===== src/design/hslrgb_pkg.sv =====
// Shared types and constants of the HSL to RGB color converter.
package hslrgb_pkg;

  localparam int HUE_W  = 12;
  localparam int CH_W   = 8;
  localparam int CN_W   = 16;  // chroma numerator, (255 - |2L - 255|) * S
  localparam int G_W    = 13;  // intermediate weight, 0..4096
  localparam int BASE_W = 17;  // 510 * L + 255
  localparam int PROD_W = 28;  // chroma numerator times weight
  localparam int SUM_W  = 29;  // component plus offset
  localparam int QIN_W  = 17;  // sum with the low 12 bits dropped

  localparam logic [CH_W-1:0] SATURATION_RESET = 8'd255;
  localparam logic [CH_W-1:0] LIGHTNESS_RESET  = 8'd166;

  typedef enum logic {
    REG_SATURATION = 1'b0,
    REG_LIGHTNESS  = 1'b1
  } reg_index_t;

  // Hue sectors of 60 degrees each; the order of chroma, intermediate and zero.
  typedef enum logic [2:0] {
    SEC_RED_YELLOW    = 3'd0,
    SEC_YELLOW_GREEN  = 3'd1,
    SEC_GREEN_CYAN    = 3'd2,
    SEC_CYAN_BLUE     = 3'd3,
    SEC_BLUE_MAGENTA  = 3'd4,
    SEC_MAGENTA_RED   = 3'd5
  } sector_t;

  typedef struct packed {
    logic [2:0]        sector;
    logic [G_W-1:0]    g;
    logic [CN_W-1:0]   cn;
    logic [BASE_W-1:0] base;
  } hue_stage_t;

  typedef struct packed {
    logic [2:0]        sector;
    logic [PROD_W-1:0] prod;
    logic [CN_W-1:0]   cn;
    logic [BASE_W-1:0] offs;
  } mul_stage_t;

  typedef struct packed {
    logic [QIN_W-1:0] red;
    logic [QIN_W-1:0] green;
    logic [QIN_W-1:0] blue;
  } mix_stage_t;

  typedef struct packed {
    logic [CH_W-1:0] blue;
    logic [CH_W-1:0] green;
    logic [CH_W-1:0] red;
  } rgb_t;

endpackage


===== src/design/hslrgb_hue_stage.sv =====
// First stage: hue sector and weight, chroma numerator and offset base.
module hslrgb_hue_stage (
  input  logic                          clk,
  input  logic                          rst,
  input  logic                          load,
  input  logic                          in_valid,
  input  logic [hslrgb_pkg::HUE_W-1:0]  hue,
  input  logic [hslrgb_pkg::CH_W-1:0]   saturation,
  input  logic [hslrgb_pkg::CH_W-1:0]   lightness,
  output logic                          valid,
  output hslrgb_pkg::hue_stage_t        data
);

  logic [14:0]                    t;
  logic [8:0]                     twol;
  logic [7:0]                     ldev;
  logic [7:0]                     span;
  hslrgb_pkg::hue_stage_t         data_next;

  always_comb begin
    t    = {1'b0, hue, 2'b00} + {2'b00, hue, 1'b0};
    twol = {lightness, 1'b0};
    if (twol >= 9'd255) begin
      ldev = 8'(twol - 9'd255);
    end else begin
      ldev = 8'(9'd255 - twol);
    end
    span = 8'd255 - ldev;
    data_next.sector = t[14:12];
    // Odd sectors run the intermediate component downward.
    if (t[12]) begin
      data_next.g = 13'd4096 - {1'b0, t[11:0]};
    end else begin
      data_next.g = {1'b0, t[11:0]};
    end
    data_next.cn   = {8'd0, span} * {8'd0, saturation};
    data_next.base = {lightness, 9'd0} - {8'd0, lightness, 1'b0} + 17'd255;
  end

  always_ff @(posedge clk) begin
    if (rst) begin
      valid <= 1'b0;
    end else if (load) begin
      valid <= in_valid;
    end
  end

  always_ff @(posedge clk) begin
    if (load && in_valid) begin
      data <= data_next;
    end
  end

endmodule


===== src/design/hslrgb_mul_stage.sv =====
// Second stage: intermediate product and lightness offset.
module hslrgb_mul_stage (
  input  logic                    clk,
  input  logic                    rst,
  input  logic                    load,
  input  logic                    in_valid,
  input  hslrgb_pkg::hue_stage_t  in_data,
  output logic                    valid,
  output hslrgb_pkg::mul_stage_t  data
);

  hslrgb_pkg::mul_stage_t data_next;

  always_comb begin
    data_next.sector = in_data.sector;
    data_next.prod   = hslrgb_pkg::PROD_W'(in_data.cn * in_data.g);
    data_next.cn     = in_data.cn;
    // Never negative: the base always covers the chroma numerator.
    data_next.offs   = in_data.base - {1'b0, in_data.cn};
  end

  always_ff @(posedge clk) begin
    if (rst) begin
      valid <= 1'b0;
    end else if (load) begin
      valid <= in_valid;
    end
  end

  always_ff @(posedge clk) begin
    if (load && in_valid) begin
      data <= data_next;
    end
  end

endmodule


===== src/design/hslrgb_mix_stage.sv =====
// Third stage: sector routing of the components and offset addition.
module hslrgb_mix_stage (
  input  logic                    clk,
  input  logic                    rst,
  input  logic                    load,
  input  logic                    in_valid,
  input  hslrgb_pkg::mul_stage_t  in_data,
  output logic                    valid,
  output hslrgb_pkg::mix_stage_t  data
);

  logic [hslrgb_pkg::PROD_W-1:0] cfull;
  logic [hslrgb_pkg::PROD_W-1:0] xpart;
  logic [hslrgb_pkg::PROD_W-1:0] offs;
  logic [hslrgb_pkg::PROD_W-1:0] r_c;
  logic [hslrgb_pkg::PROD_W-1:0] g_c;
  logic [hslrgb_pkg::PROD_W-1:0] b_c;
  logic [hslrgb_pkg::SUM_W-1:0]  r_sum;
  logic [hslrgb_pkg::SUM_W-1:0]  g_sum;
  logic [hslrgb_pkg::SUM_W-1:0]  b_sum;
  hslrgb_pkg::mix_stage_t        data_next;

  always_comb begin
    cfull = {in_data.cn, 12'd0};
    xpart = in_data.prod;
    offs  = {in_data.offs, 11'd0};
    unique case (hslrgb_pkg::sector_t'(in_data.sector))
      hslrgb_pkg::SEC_RED_YELLOW: begin
        r_c = cfull; g_c = xpart; b_c = '0;
      end
      hslrgb_pkg::SEC_YELLOW_GREEN: begin
        r_c = xpart; g_c = cfull; b_c = '0;
      end
      hslrgb_pkg::SEC_GREEN_CYAN: begin
        r_c = '0; g_c = cfull; b_c = xpart;
      end
      hslrgb_pkg::SEC_CYAN_BLUE: begin
        r_c = '0; g_c = xpart; b_c = cfull;
      end
      hslrgb_pkg::SEC_BLUE_MAGENTA: begin
        r_c = xpart; g_c = '0; b_c = cfull;
      end
      default: begin
        r_c = cfull; g_c = '0; b_c = xpart;
      end
    endcase
    r_sum = {1'b0, r_c} + {1'b0, offs};
    g_sum = {1'b0, g_c} + {1'b0, offs};
    b_sum = {1'b0, b_c} + {1'b0, offs};
    data_next.red   = r_sum[hslrgb_pkg::SUM_W-1:12];
    data_next.green = g_sum[hslrgb_pkg::SUM_W-1:12];
    data_next.blue  = b_sum[hslrgb_pkg::SUM_W-1:12];
  end

  always_ff @(posedge clk) begin
    if (rst) begin
      valid <= 1'b0;
    end else if (load) begin
      valid <= in_valid;
    end
  end

  always_ff @(posedge clk) begin
    if (load && in_valid) begin
      data <= data_next;
    end
  end

endmodule


===== src/design/hslrgb_div_stage.sv =====
// Fourth stage: division by 255 with clamp, the output register.
module hslrgb_div_stage (
  input  logic                    clk,
  input  logic                    rst,
  input  logic                    load,
  input  logic                    in_valid,
  input  hslrgb_pkg::mix_stage_t  in_data,
  output logic                    valid,
  output hslrgb_pkg::rgb_t        data
);

  // a = 256*q0 + lo = 255*q0 + (q0 + lo), so a/255 = q0 + (q0 + lo)/255.
  function automatic logic [hslrgb_pkg::CH_W-1:0] div255(
    input logic [hslrgb_pkg::QIN_W-1:0] a
  );
    logic [8:0] q0;
    logic [9:0] rem;
    logic [8:0] q;
    q0  = a[hslrgb_pkg::QIN_W-1:8];
    rem = {2'b00, a[7:0]} + {1'b0, q0};
    q   = q0 + {8'd0, rem >= 10'd255} + {8'd0, rem >= 10'd510};
    if (q > 9'd255) begin
      div255 = 8'd255;
    end else begin
      div255 = q[7:0];
    end
  endfunction

  hslrgb_pkg::rgb_t data_next;

  always_comb begin
    data_next.red   = div255(in_data.red);
    data_next.green = div255(in_data.green);
    data_next.blue  = div255(in_data.blue);
  end

  always_ff @(posedge clk) begin
    if (rst) begin
      valid <= 1'b0;
    end else if (load) begin
      valid <= in_valid;
    end
  end

  always_ff @(posedge clk) begin
    if (load && in_valid) begin
      data <= data_next;
    end
  end

endmodule


===== src/design/hsl_to_rgb_color_convert_core.sv =====
// Top level of the HSL to RGB color converter: ports, registers, stage chain.
//
// Use: each item on the s_ channel carries a 12-bit hue, a fraction of a full
// turn. Saturation and lightness are held in two registers written over the
// APB-style port (saturation at byte address 0, lightness at 4); they should
// only change while no item is in flight. Each input item gives exactly one
// item on the m_ channel holding 8-bit red, green and blue, rounded to nearest.
// The work runs in a four-stage pipeline: hue sector and chroma, one 16 by 13
// bit multiply, component routing with offset addition, then a division by
// 255 into the output register. One item is accepted every cycle when the sink
// keeps up. Every stage loads when it is empty or when the stage after it moves,
// so bubbles close up and the block keeps taking items while a result waits.
// When m_tready stays low the pipeline fills, and s_tready drops only once all
// four stages hold an item; nothing is dropped or repeated.
// Reset empties the pipeline and returns saturation to 255 and lightness to
// 166.
module hsl_to_rgb_color_convert_core (
  input  logic        clk,
  input  logic        rst,
  input  logic        s_tvalid,
  output logic        s_tready,
  input  logic [15:0] s_tdata,   // [11:0] hue, [15:12] zero
  output logic        m_tvalid,
  input  logic        m_tready,
  output logic [23:0] m_tdata,   // [7:0] red, [15:8] green, [23:16] blue
  input  logic        psel,
  input  logic        penable,
  input  logic        pwrite,
  input  logic [2:0]  paddr,
  input  logic [31:0] pwdata,
  output logic [31:0] prdata,
  output logic        pready
);

  logic [hslrgb_pkg::CH_W-1:0] saturation;
  logic [hslrgb_pkg::CH_W-1:0] lightness;
  logic                        cfg_write;

  logic                        v1, v2, v3;
  logic                        adv1, adv2, adv3, adv4;
  hslrgb_pkg::hue_stage_t      d1;
  hslrgb_pkg::mul_stage_t      d2;
  hslrgb_pkg::mix_stage_t      d3;
  hslrgb_pkg::rgb_t            d4;

  // Configuration registers. Only paddr[2] selects; the low bits are ignored.
  assign pready    = 1'b1;
  assign cfg_write = psel && penable && pwrite && pready;

  always_ff @(posedge clk) begin
    if (rst) begin
      saturation <= hslrgb_pkg::SATURATION_RESET;
      lightness  <= hslrgb_pkg::LIGHTNESS_RESET;
    end else if (cfg_write) begin
      unique case (hslrgb_pkg::reg_index_t'(paddr[2]))
        hslrgb_pkg::REG_SATURATION: saturation <= pwdata[7:0];
        hslrgb_pkg::REG_LIGHTNESS:  lightness  <= pwdata[7:0];
        default: ;
      endcase
    end
  end

  always_comb begin
    unique case (hslrgb_pkg::reg_index_t'(paddr[2]))
      hslrgb_pkg::REG_SATURATION: prdata = {24'd0, saturation};
      hslrgb_pkg::REG_LIGHTNESS:  prdata = {24'd0, lightness};
      default:                    prdata = '0;
    endcase
  end

  // A stage loads when it is empty or when its successor takes its item.
  assign adv4     = !m_tvalid || m_tready;
  assign adv3     = !v3 || adv4;
  assign adv2     = !v2 || adv3;
  assign adv1     = !v1 || adv2;
  assign s_tready = adv1;

  hslrgb_hue_stage u_hue (
    .clk        (clk),
    .rst        (rst),
    .load       (adv1),
    .in_valid   (s_tvalid),
    .hue        (s_tdata[11:0]),
    .saturation (saturation),
    .lightness  (lightness),
    .valid      (v1),
    .data       (d1)
  );

  hslrgb_mul_stage u_mul (
    .clk      (clk),
    .rst      (rst),
    .load     (adv2),
    .in_valid (v1),
    .in_data  (d1),
    .valid    (v2),
    .data     (d2)
  );

  hslrgb_mix_stage u_mix (
    .clk      (clk),
    .rst      (rst),
    .load     (adv3),
    .in_valid (v2),
    .in_data  (d2),
    .valid    (v3),
    .data     (d3)
  );

  hslrgb_div_stage u_div (
    .clk      (clk),
    .rst      (rst),
    .load     (adv4),
    .in_valid (v3),
    .in_data  (d3),
    .valid    (m_tvalid),
    .data     (d4)
  );

  assign m_tdata = {d4.blue, d4.green, d4.red};

  // An accepted item always lands in the first stage.
  a_accept_lands: assert property (@(posedge clk) disable iff (rst)
    s_tvalid && s_tready |=> v1)
    else $error("accepted item did not enter the first stage");

  // Input back-pressure only once every stage is occupied.
  a_full_before_stall: assert property (@(posedge clk) disable iff (rst)
    !s_tready |-> v1 && v2 && v3 && m_tvalid)
    else $error("input stalled while the pipeline had a bubble");

  // An item moving out of the third stage shows up on the output.
  a_last_hop: assert property (@(posedge clk) disable iff (rst)
    v3 && adv4 |=> m_tvalid)
    else $error("item lost between the last two stages");

  // The first stage never drops a held item while it cannot move on.
  a_hold_first: assert property (@(posedge clk) disable iff (rst)
    v1 && !adv2 |=> v1 && $stable(d1))
    else $error("first stage lost or changed a stalled item");

endmodule


===== config.mk =====
export PLATFORM = sky130hd
export DESIGN_NAME = hsl_to_rgb_color_convert_core
export DESIGN_NICKNAME = d
export VERILOG_FILES = /design/src/design/hslrgb_pkg.sv /design/src/design/hslrgb_hue_stage.sv /design/src/design/hslrgb_mul_stage.sv /design/src/design/hslrgb_mix_stage.sv /design/src/design/hslrgb_div_stage.sv /design/src/design/hsl_to_rgb_color_convert_core.sv
export SDC_FILE = /design/constraint.sdc
export NUM_CORES = 1
export LEC_CHECK = 0
export BUFFER_PORTS_ARGS = -buffer_cell sky130_fd_sc_hd__buf_2
export CAP_MARGIN = 10
export CORE_MARGIN = 8
export CORE_UTILIZATION = 30
export DETAILED_ROUTE_END_ITERATION = 12
export GPL_ROUTABILITY_DRIVEN = 0
export GPL_TIMING_DRIVEN = 0
export PLACE_DENSITY = 0.43
export SYNTH_ARGS = -nofsm -noshare
export SYNTH_HDL_FRONTEND = slang
export SYNTH_HIERARCHICAL = 1
export SYNTH_SLANG_ARGS = --single-unit

===== constraint.sdc =====
create_clock -name clk -period 7 [get_ports clk]
set_input_delay 0.35 -clock clk [delete_from_list [all_inputs] [get_ports clk]]
set_output_delay 0.35 -clock clk [all_outputs]
set_load 0.1 [all_outputs]

==> flow_summary.ini, run 1 <==
[setup_path]
sort_of_element_at_the_end_of_the_critical_path = flip-flop
cp.arrival_ns = 6.70
critical_path_data_required_time_ns = 7.24
worst_path_largest_cell_delay_ns = 0.75
crit_path_max_fanout = 10
setup.worst_path.class = reg -> reg
path_delay_family = adder cells
critical-path-top-cell-by-count = sky130_fd_sc_hd__fa_1
worstSetupStartpointType = flip-flop
critical_path_buf_inv_count = 5
timing.critical_path.slowest_stage_cell = sky130_fd_sc_hd__clkbuf_1
worstPathCellList = clkbuf_1 > and2_1 > fa_1 > inv_1 > fa_1 > inv_1 > fa_1 > fa_1 > inv_1 > fa_1 > inv_1 > ha_1 > or3_1 > a21oi_1 > nor2_1 > a21oi_1 > a41oi_1 > xor2_1

[timing]
maxSlewViolCount = 0
period_needed_ns = 6.467
worst-slew-pin-transition_ns = 0.9448
relSlewSlack = 0.3701
final-setup-viol-count = 0
setup-tns-final_ns = 0
grt_setup_unrepaired = false
max_clock_freq_mhz = 154.6
layout_worst_path_cycle_share = 0.9238
finalClockSkew_ns = 0.01058
final_hold_viol_count = 0

[floorplanning]
die_area_um2 = 82440
starting_density_of_the_core = 0.3028
row_count = 99
horizontal_extent_of_the_die_um = 287.1
placeableCoreArea_um2 = 72830
design.portCount = 117
die_height_um = 287.1

[routing]
drc = 0
finalWirelength_um = 61090
route.vias.total = 16550
detailedRoute.firstIterationViolations = 848
dr.pass1.iters = 5
detail_route.wl_per_cell_um = 17.84
drt.antenna.violating_nets = 0
vias_per_cell = 4.832

[global_route]
grt_antenna_before_repair = 0
number_of_global_route_vias_before_repair = 17050
groute.usage.overall = 0.1488
globalRouteOverflowTotal = 0
largest_net_degree_at_the_start_of_global_routing = 43
grt_pass1_wl_um = 96480

[flow_run]
drv.max_cap_violation_count = 0

[min_path]
min_path_type = in -> reg

[clock_tree]
postCtsResizedCells = 0
cts_h_tree_depth = 4
cts_buffers = 17
cts_root_buf = sky130_fd_sc_hd__clkbuf_16
max-clock-path-buffers = 2
cts_hold_buf = 0
postCtsSetupBuffers = 0
cts_tree = built
cts.clk_slew.worst_paths_ns = 0.07
clock_sinks = 194
worstSkewPairLatency_ns = 0.49

[status]
run_status = completed

[synthesis]
synth-warning-count = 6
post_synth_inst_count = 2344
postSynthAreaPerCell_um2 = 9.409
netlist_area_um2 = 22050

[final_layout]
drive_gt1_frac = 0.07667
nNetsFinal = 2916
num_antenna_cells = 0
area_growth_syn_to_layout_pct = 10.38
layout.filler_cells = 7578

[place]
port-buffer-count = 61
post-dp-hpwl_um = 50100
layout make-up:
type	count	area (um2)	area share
multi-input combinational	1744	14780	0.6070
sequential	194	5625	0.2311
clock inverter	15	178.9	0.007350
inverter	329	1235	0.05073
tap	959	1200	0.04929
buffer	101	511.7	0.02102
timing repair buffer	65	390.4	0.01604
clock buffer	17	425.4	0.01748
state kept, by name, indices dropped and copies added (netlist names):
signal / flops
u_div/valid: 1
saturation: 8
u_mix/valid: 1
u_mul/data: 53
u_hue/data: 46
u_mul/valid: 1
u_mix/data: 51
u_div/data: 24
lightness: 8
u_hue/valid: 1
cells in the final DEF, fill, tap and decap left out, types with 12 or more instances in the layout:
cell / instances
sky130_fd_sc_hd__a21oi_1: 103
sky130_fd_sc_hd__buf_2: 67
sky130_fd_sc_hd__xor2_1: 70
sky130_fd_sc_hd__edfxtp_1: 174
sky130_fd_sc_hd__nor3_1: 28
sky130_fd_sc_hd__o21bai_1: 12
sky130_fd_sc_hd__o211ai_1: 13
sky130_fd_sc_hd__mux2i_1: 29
sky130_fd_sc_hd__clkbuf_16: 18
sky130_fd_sc_hd__ha_1: 212
sky130_fd_sc_hd__xnor2_1: 73
sky130_fd_sc_hd__nand4_1: 22
sky130_fd_sc_hd__dfxtp_1: 20
sky130_fd_sc_hd__nand2_1: 254
sky130_fd_sc_hd__fa_1: 194
sky130_fd_sc_hd__a31oi_1: 20
sky130_fd_sc_hd__buf_4: 29
sky130_fd_sc_hd__conb_1: 28
sky130_fd_sc_hd__nand3_1: 32
sky130_fd_sc_hd__o21ai_0: 53
sky130_fd_sc_hd__clkbuf_1: 57
sky130_fd_sc_hd__a211oi_1: 14
sky130_fd_sc_hd__nand2b_1: 26
sky130_fd_sc_hd__nor2b_1: 27
sky130_fd_sc_hd__mux2_2: 16
sky130_fd_sc_hd__a22o_1: 53
sky130_fd_sc_hd__and2_1: 140
sky130_fd_sc_hd__nor2_1: 120
sky130_fd_sc_hd__o21a_1: 16
sky130_fd_sc_hd__a21o_1: 34
sky130_fd_sc_hd__inv_1: 328
stage by stage:
stage | util | setup slack (ns) | instance area (um2) | hold slack, ns | instances
6_report | 0.3342 | 0.5334 | 24340 | 0.1250 | 3424
5_1_grt | 0.3342 | 0.2788 | 24340 | 0.1147 | 3424
4_1_cts | 0.3339 | 0.4634 | 24320 | 0.08700 | 3423
3_5_place_dp | 0.3256 | 0.4784 | 23710 | 0.4788 | 3391
3_3_place_gp | 0.3247 | 0.5121 | 23650 | 0.4822 | 3388
2_1_floorplan | - | 1.688 | 22140 | 0.4003 | 2368
layer usage:
layer  GRT usage  part of all wire  routed length, um
met4     0.03773             0.017               1037
met1      0.1922              0.45              27710
met3     0.01976             0.035               2119
met5           0                 0                  0
met2      0.2603              0.49              30220
worst paths after layout:
kind | startpoint | end | slack, ns | cells past startpoint
worst max-delay path | u_hue/data[24]$_DFFE_PP_ | u_mul/data[59]$_DFFE_PP_ | 0.53 | 18
worst max register to register | u_hue/data[24]$_DFFE_PP_ | u_mul/data[59]$_DFFE_PP_ | 0.53 | 18
worst min register to register | lightness[0]$_SDFFE_PP0P_ | lightness[0]$_SDFFE_PP0P_ | 0.50 | 2
worst min-delay path | s_tdata[0] | u_hue/data[34]$_DFFE_PP_ | 0.13 | 1
Power of run 1 is left out: the tool's default activity adds up to more than one toggle a clock period on the data nets, which glitch-free logic cannot reach.
==> run 2: changes to the inputs <==
--- a/config.mk
+++ b/config.mk
@@ -8,11 +8,11 @@
 export BUFFER_PORTS_ARGS = -buffer_cell sky130_fd_sc_hd__buf_2
 export CAP_MARGIN = 10
 export CORE_MARGIN = 8
-export CORE_UTILIZATION = 30
+export CORE_UTILIZATION = 35
 export DETAILED_ROUTE_END_ITERATION = 12
 export GPL_ROUTABILITY_DRIVEN = 0
 export GPL_TIMING_DRIVEN = 0
-export PLACE_DENSITY = 0.43
+export PLACE_DENSITY = 0.49
 export SYNTH_ARGS = -nofsm -noshare
 export SYNTH_HDL_FRONTEND = slang
 export SYNTH_HIERARCHICAL = 1
==> constraint.sdc (replaced) <==
create_clock -name clk -period 7.8 [get_ports clk]
set_input_delay 0.39 -clock clk [delete_from_list [all_inputs] [get_ports clk]]
set_output_delay 0.39 -clock clk [all_outputs]
set_load 0.1 [all_outputs]
==> flow_summary.ini, run 2 (synthesis results as in run 1) <==
[floorplanning]
design.portCount = 117
row_count = 92
horizontal_extent_of_the_die_um = 267.0
die_height_um = 267.0
die_area_um2 = 71300
placeableCoreArea_um2 = 62740
starting_density_of_the_core = 0.3515

[place]
port-buffer-count = 61
place_ws_ns = 1.402
post-dp-hpwl_um = 47630

[clock_tree]
worstSkewPairLatency_ns = 0.47
cts_tree = built
clock_sinks = 194
cts_hold_buf = 0
postCtsSetupBuffers = 0
cts.clk_slew.worst_paths_ns = 0.07
cts_buffers = 17
cts_root_buf = sky130_fd_sc_hd__clkbuf_16
cts_h_tree_depth = 4
postCtsResizedCells = 0
max-clock-path-buffers = 2

[timing]
setup-tns-final_ns = 0
grt_setup_unrepaired = false
maxSlewViolCount = 0
final-setup-viol-count = 0
layout_worst_path_cycle_share = 0.8174
worst-slew-pin-transition_ns = 0.9370
final.setup.worst_slack_ns = 1.425
period_needed_ns = 6.375
finalClockSkew_ns = 0.01174
final_hold_viol_count = 0
max_clock_freq_mhz = 156.9
relSlewSlack = 0.3753

[setup_path]
worstReg2RegStart = u_hue/data[24]$_DFFE_PP_
setup.worst_path.class = reg -> reg
r2r-end = u_mul/data[60]$_DFFE_PP_
reg2reg_slack_ns = 1.42
sort_of_element_at_the_end_of_the_critical_path = flip-flop
critical_path_data_required_time_ns = 8.00
worstSetupStartpointType = flip-flop
crit_path_max_fanout = 10
cp.arrival_ns = 6.58
timing.reg2reg.worst_path_depth = 18

[final_layout]
area_growth_syn_to_layout_pct = 9.792
largest_register_ffs = 53
registers_with_the_most_flip_flops = u_mul/data (53), u_mix/data (51), u_hue/data (46)
mostFrequentLayoutCell = sky130_fd_sc_hd__inv_1
nNetsFinal = 2916
most-common-layout-cells = sky130_fd_sc_hd__inv_1, sky130_fd_sc_hd__nand2_1, sky130_fd_sc_hd__ha_1
largest_register = u_mul/data
drive_gt1_frac = 0.07592

[global_route]
number_of_global_route_vias_before_repair = 16720
largest_net_degree_at_the_start_of_global_routing = 43
grt_antenna_before_repair = 1
globalRouteOverflowTotal = 0
groute.usage.overall = 0.1643
grt_pass1_wl_um = 92430

[routing]
route.vias.total = 16610
detail_route.wl_per_cell_um = 17.60
dr.pass1.iters = 6
drt.antenna.violating_nets = 0
drc = 0
detailedRoute.firstIterationViolations = 985
vias_per_cell = 5.018
finalWirelength_um = 58260

[min_path]
hold_depth = 1
min_path_type = in -> reg
holdPathEnd = u_hue/data[34]$_DFFE_PP_
hold_path_startpoint = s_tdata[0]

[flow_run]
drv.max_cap_violation_count = 0

[status]
run_status = completed
==> run 2: worst max-delay path by stage <==
stage / end / start / slack [ns]
2_1_floorplan: u_mul/data[60]$_DFFE_PP_ / u_hue/data[26]$_DFFE_PP_ / 2.49
3_3_place_gp: u_mul/data[60]$_DFFE_PP_ / u_hue/data[23]$_DFFE_PP_ / 1.40
3_5_place_dp: u_mul/data[59]$_DFFE_PP_ / u_hue/data[24]$_DFFE_PP_ / 1.40
4_1_cts: u_mul/data[59]$_DFFE_PP_ / u_hue/data[24]$_DFFE_PP_ / 1.39
5_1_grt: u_mul/data[60]$_DFFE_PP_ / u_hue/data[26]$_DFFE_PP_ / 1.20
6_report: u_mul/data[60]$_DFFE_PP_ / u_hue/data[24]$_DFFE_PP_ / 1.42
==> run 2: per-stage QoR <==
step	std cells	instance area (um2)	hold slack (ns)	util
finish	3310	24210	0.1793	0.3860
global route	3309	24210	0.1793	0.3859
global placement	3275	23510	0.4202	0.3747
detailed placement	3278	23570	0.4173	0.3757
floorplan	2368	22140	0.4003	-
CTS	3308	24180	0.1456	0.3855
==> run 2: final cells by class <==
cell class                      count  area (um2)
Antenna cell                        1       2.502
Buffer                            101       511.7
Clock buffer                       17       425.4
Clock inverter                     13       186.4
Fill cell                        6328       38520
Inverter                          329        1235
Multi-Input combinational cell   1744       14780
Sequential cell                   194        5625
Tap cell                          846        1059
Timing Repair Buffer               65       392.9
==> run 2: metal layers <==
| layer | GRT usage | routed length, um | vias up |
|---|---|---|---|
| met1 | 0.2105 | 26040 | 8177 |
| li1 | - | - | 8083 |
| met4 | 0.03955 | 1028 | 0 |
| met3 | 0.01870 | 1837 | 59 |
| met2 | 0.2932 | 29350 | 289 |
| met5 | 0 | 0 | - |
==> run 2: critical path, stage by stage (launching register included) <==
cell and delay (ns):
sky130_fd_sc_hd__edfxtp_1 0.62, sky130_fd_sc_hd__clkbuf_1 0.69, sky130_fd_sc_hd__nand2_1 0.16, sky130_fd_sc_hd__fa_1 0.52
sky130_fd_sc_hd__fa_1 0.53, sky130_fd_sc_hd__inv_1 0.05, sky130_fd_sc_hd__fa_1 0.46, sky130_fd_sc_hd__fa_1 0.54
sky130_fd_sc_hd__inv_1 0.05, sky130_fd_sc_hd__fa_1 0.52, sky130_fd_sc_hd__inv_1 0.04, sky130_fd_sc_hd__ha_1 0.29
sky130_fd_sc_hd__buf_2 0.20, sky130_fd_sc_hd__nand3_1 0.11, sky130_fd_sc_hd__a211oi_2 0.32, sky130_fd_sc_hd__a2111oi_4 0.14
sky130_fd_sc_hd__o31ai_1 0.51, sky130_fd_sc_hd__a41oi_2 0.19, sky130_fd_sc_hd__xnor2_1 0.15
Power of run 2 is left out for the same reason.
==> run 3: changes to the inputs <==
==> constraint.sdc (replaced) <==
create_clock -name clk -period 6.1 [get_ports clk]
set_input_delay 0.305 -clock clk [delete_from_list [all_inputs] [get_ports clk]]
set_output_delay 0.305 -clock clk [all_outputs]
set_load 0.1 [all_outputs]
==> flow_summary.ini, run 3 (synthesis results as in run 1) <==
[status]
run_status = completed

[min_path]
min_path_type = in -> reg

[routing]
detail_route.wl_per_cell_um = 17.54
finalWirelength_um = 58410
dr.pass1.iters = 5
drt-met1-wl_um = 26260
detailedRoute.firstIterationViolations = 908
drt.antenna.violating_nets = 0
vias_per_cell = 5.015
drc = 0
top_signal_layer_used = met4
met3_wirelength_um = 1982
wl_met2_um = 29140
route.vias.total = 16710

[timing]
worst-slew-pin-transition_ns = 0.7360
maxSlewViolCount = 0
final-setup-viol-count = 0
max_clock_freq_mhz = 169.0
finalClockSkew_ns = 0.01170
period_needed_ns = 5.919
relSlewSlack = 0.5093
grt_setup_unrepaired = false
final.setup.worst_slack_ns = 0.1812
layout_worst_path_cycle_share = 0.9703
final_hold_viol_count = 0

[clock_tree]
max-clock-path-buffers = 2
cts_root_buf = sky130_fd_sc_hd__clkbuf_16
cts.clk_slew.worst_paths_ns = 0.07
worstSkewPairLatency_ns = 0.47
cts_h_tree_depth = 4
cts_buffers = 17
cts_tree = built
clock_sinks = 194

[floorplanning]
die_height_um = 267.0
die_area_um2 = 71300
design.portCount = 117
row_count = 92
placeableCoreArea_um2 = 62740
horizontal_extent_of_the_die_um = 267.0
starting_density_of_the_core = 0.3515

[setup_path]
critical_path_buf_inv_count = 4
crit_path_max_fanout = 10
sort_of_element_at_the_end_of_the_critical_path = flip-flop
worst_path_largest_cell_delay_ns = 0.57
critical-path-top-cell-by-count = sky130_fd_sc_hd__fa_1
setup.worst_path.class = reg -> reg
path_delay_family = adder cells
timing.critical_path.slowest_stage_cell = sky130_fd_sc_hd__edfxtp_1
cp.arrival_ns = 6.12
worstSetupStartpointType = flip-flop
critical_path_data_required_time_ns = 6.30
worstPathCellList = clkbuf_4 > nand2_1 > fa_1 > inv_1 > fa_1 > fa_1 > fa_1 > inv_1 > fa_1 > inv_1 > ha_1 > o21ai_0 > a21oi_1 > a2111oi_4 > nor2_2 > a221oi_2 > xnor2_1

[final_layout]
mostFrequentLayoutCell = sky130_fd_sc_hd__inv_1
drive_gt1_frac = 0.09622
registers_with_the_most_flip_flops = u_mul/data (53), u_mix/data (51), u_hue/data (46)
nNetsFinal = 2937
largest_register_ffs = 53
largest_register = u_mul/data
most-common-layout-cells = sky130_fd_sc_hd__inv_1, sky130_fd_sc_hd__nand2_1, sky130_fd_sc_hd__ha_1
area_growth_syn_to_layout_pct = 10.88
layout.filler_cells = 6320

[global_route]
globalRouteOverflowTotal = 0
grt_pass1_wl_um = 92460
largest_net_degree_at_the_start_of_global_routing = 43
grt_antenna_before_repair = 1
number_of_global_route_vias_before_repair = 16760
groute.usage.overall = 0.1644

[place]
place_ws_ns = -0.2982
post-dp-hpwl_um = 47630
port-buffer-count = 61

[flow_run]
drv.max_cap_violation_count = 0
[run 3: worst reg2reg max path: stages, from the launching register on]
cell and delay (ns):
sky130_fd_sc_hd__edfxtp_1 0.57, sky130_fd_sc_hd__clkbuf_4 0.36, sky130_fd_sc_hd__nand2_1 0.12, sky130_fd_sc_hd__fa_1 0.54, sky130_fd_sc_hd__inv_1 0.05, sky130_fd_sc_hd__fa_1 0.53, sky130_fd_sc_hd__fa_1 0.46, sky130_fd_sc_hd__fa_1 0.55
sky130_fd_sc_hd__inv_1 0.05, sky130_fd_sc_hd__fa_1 0.53, sky130_fd_sc_hd__inv_1 0.06, sky130_fd_sc_hd__ha_1 0.37, sky130_fd_sc_hd__o21ai_0 0.35, sky130_fd_sc_hd__a21oi_1 0.13, sky130_fd_sc_hd__a2111oi_4 0.48, sky130_fd_sc_hd__nor2_2 0.11
sky130_fd_sc_hd__a221oi_2 0.29, sky130_fd_sc_hd__xnor2_1 0.11
[run 3: stage by stage]
step	instance area, um2	cells	hold slack (ns)	TNS (ns)	utilization
2_1_floorplan	22140	2368	0.3774	0	-
3_5_place_dp	23570	3278	0.4173	-1.876	0.3757
5_1_grt	24450	3330	0.09430	0	0.3897
3_3_place_gp	23510	3275	0.4202	-1.891	0.3747
6_report	24450	3331	0.09387	0	0.3898
4_1_cts	24210	3308	0.06058	0	0.3860
[run 3: what timing repair did]
action	in CTS	in global routing
buffers inserted	0	21
hold buffers	0	0
pin swaps	0	2
cloned	0	0
gates resized for setup	18	49
setup endpoints to repair	10	9
[run 3: final cells by class]
class                      count  area, um2  share of cell area
sequential                   194       5625              0.2301
inverter                     329       1235             0.05050
clock inverter                13      186.4            0.007624
antenna                        1      2.502           0.0001023
multi-input combinational   1744      14790              0.6050
buffer                       101      574.3             0.02349
tap                          846       1059             0.04329
clock buffer                  17      425.4             0.01740
timing repair buffer          86      550.5             0.02251
[run 3: metal layers]
metal,track usage,up-vias
met4,0.04102,0
met2,0.2916,283
li1,-,8125
met5,0,-
met1,0.2105,8241
met3,0.02017,56
[run 3: path summary, 6_finish.rpt]
check / from / endpoint / slack [ns] / cells after the start
worst max-delay path: u_hue/data[25]$_DFFE_PP_ / u_mul/data[54]$_DFFE_PP_ / 0.18 / 17
worst min-delay path: s_tdata[0] / u_hue/data[34]$_DFFE_PP_ / 0.09 / 1
worst max register to register: u_hue/data[25]$_DFFE_PP_ / u_mul/data[54]$_DFFE_PP_ / 0.18 / 17
worst min register to register: u_hue/data[46]$_DFFE_PP_ / u_mul/data[61]$_DFFE_PP_ / 0.43 / 0
Power of run 3 is left out for the same reason.
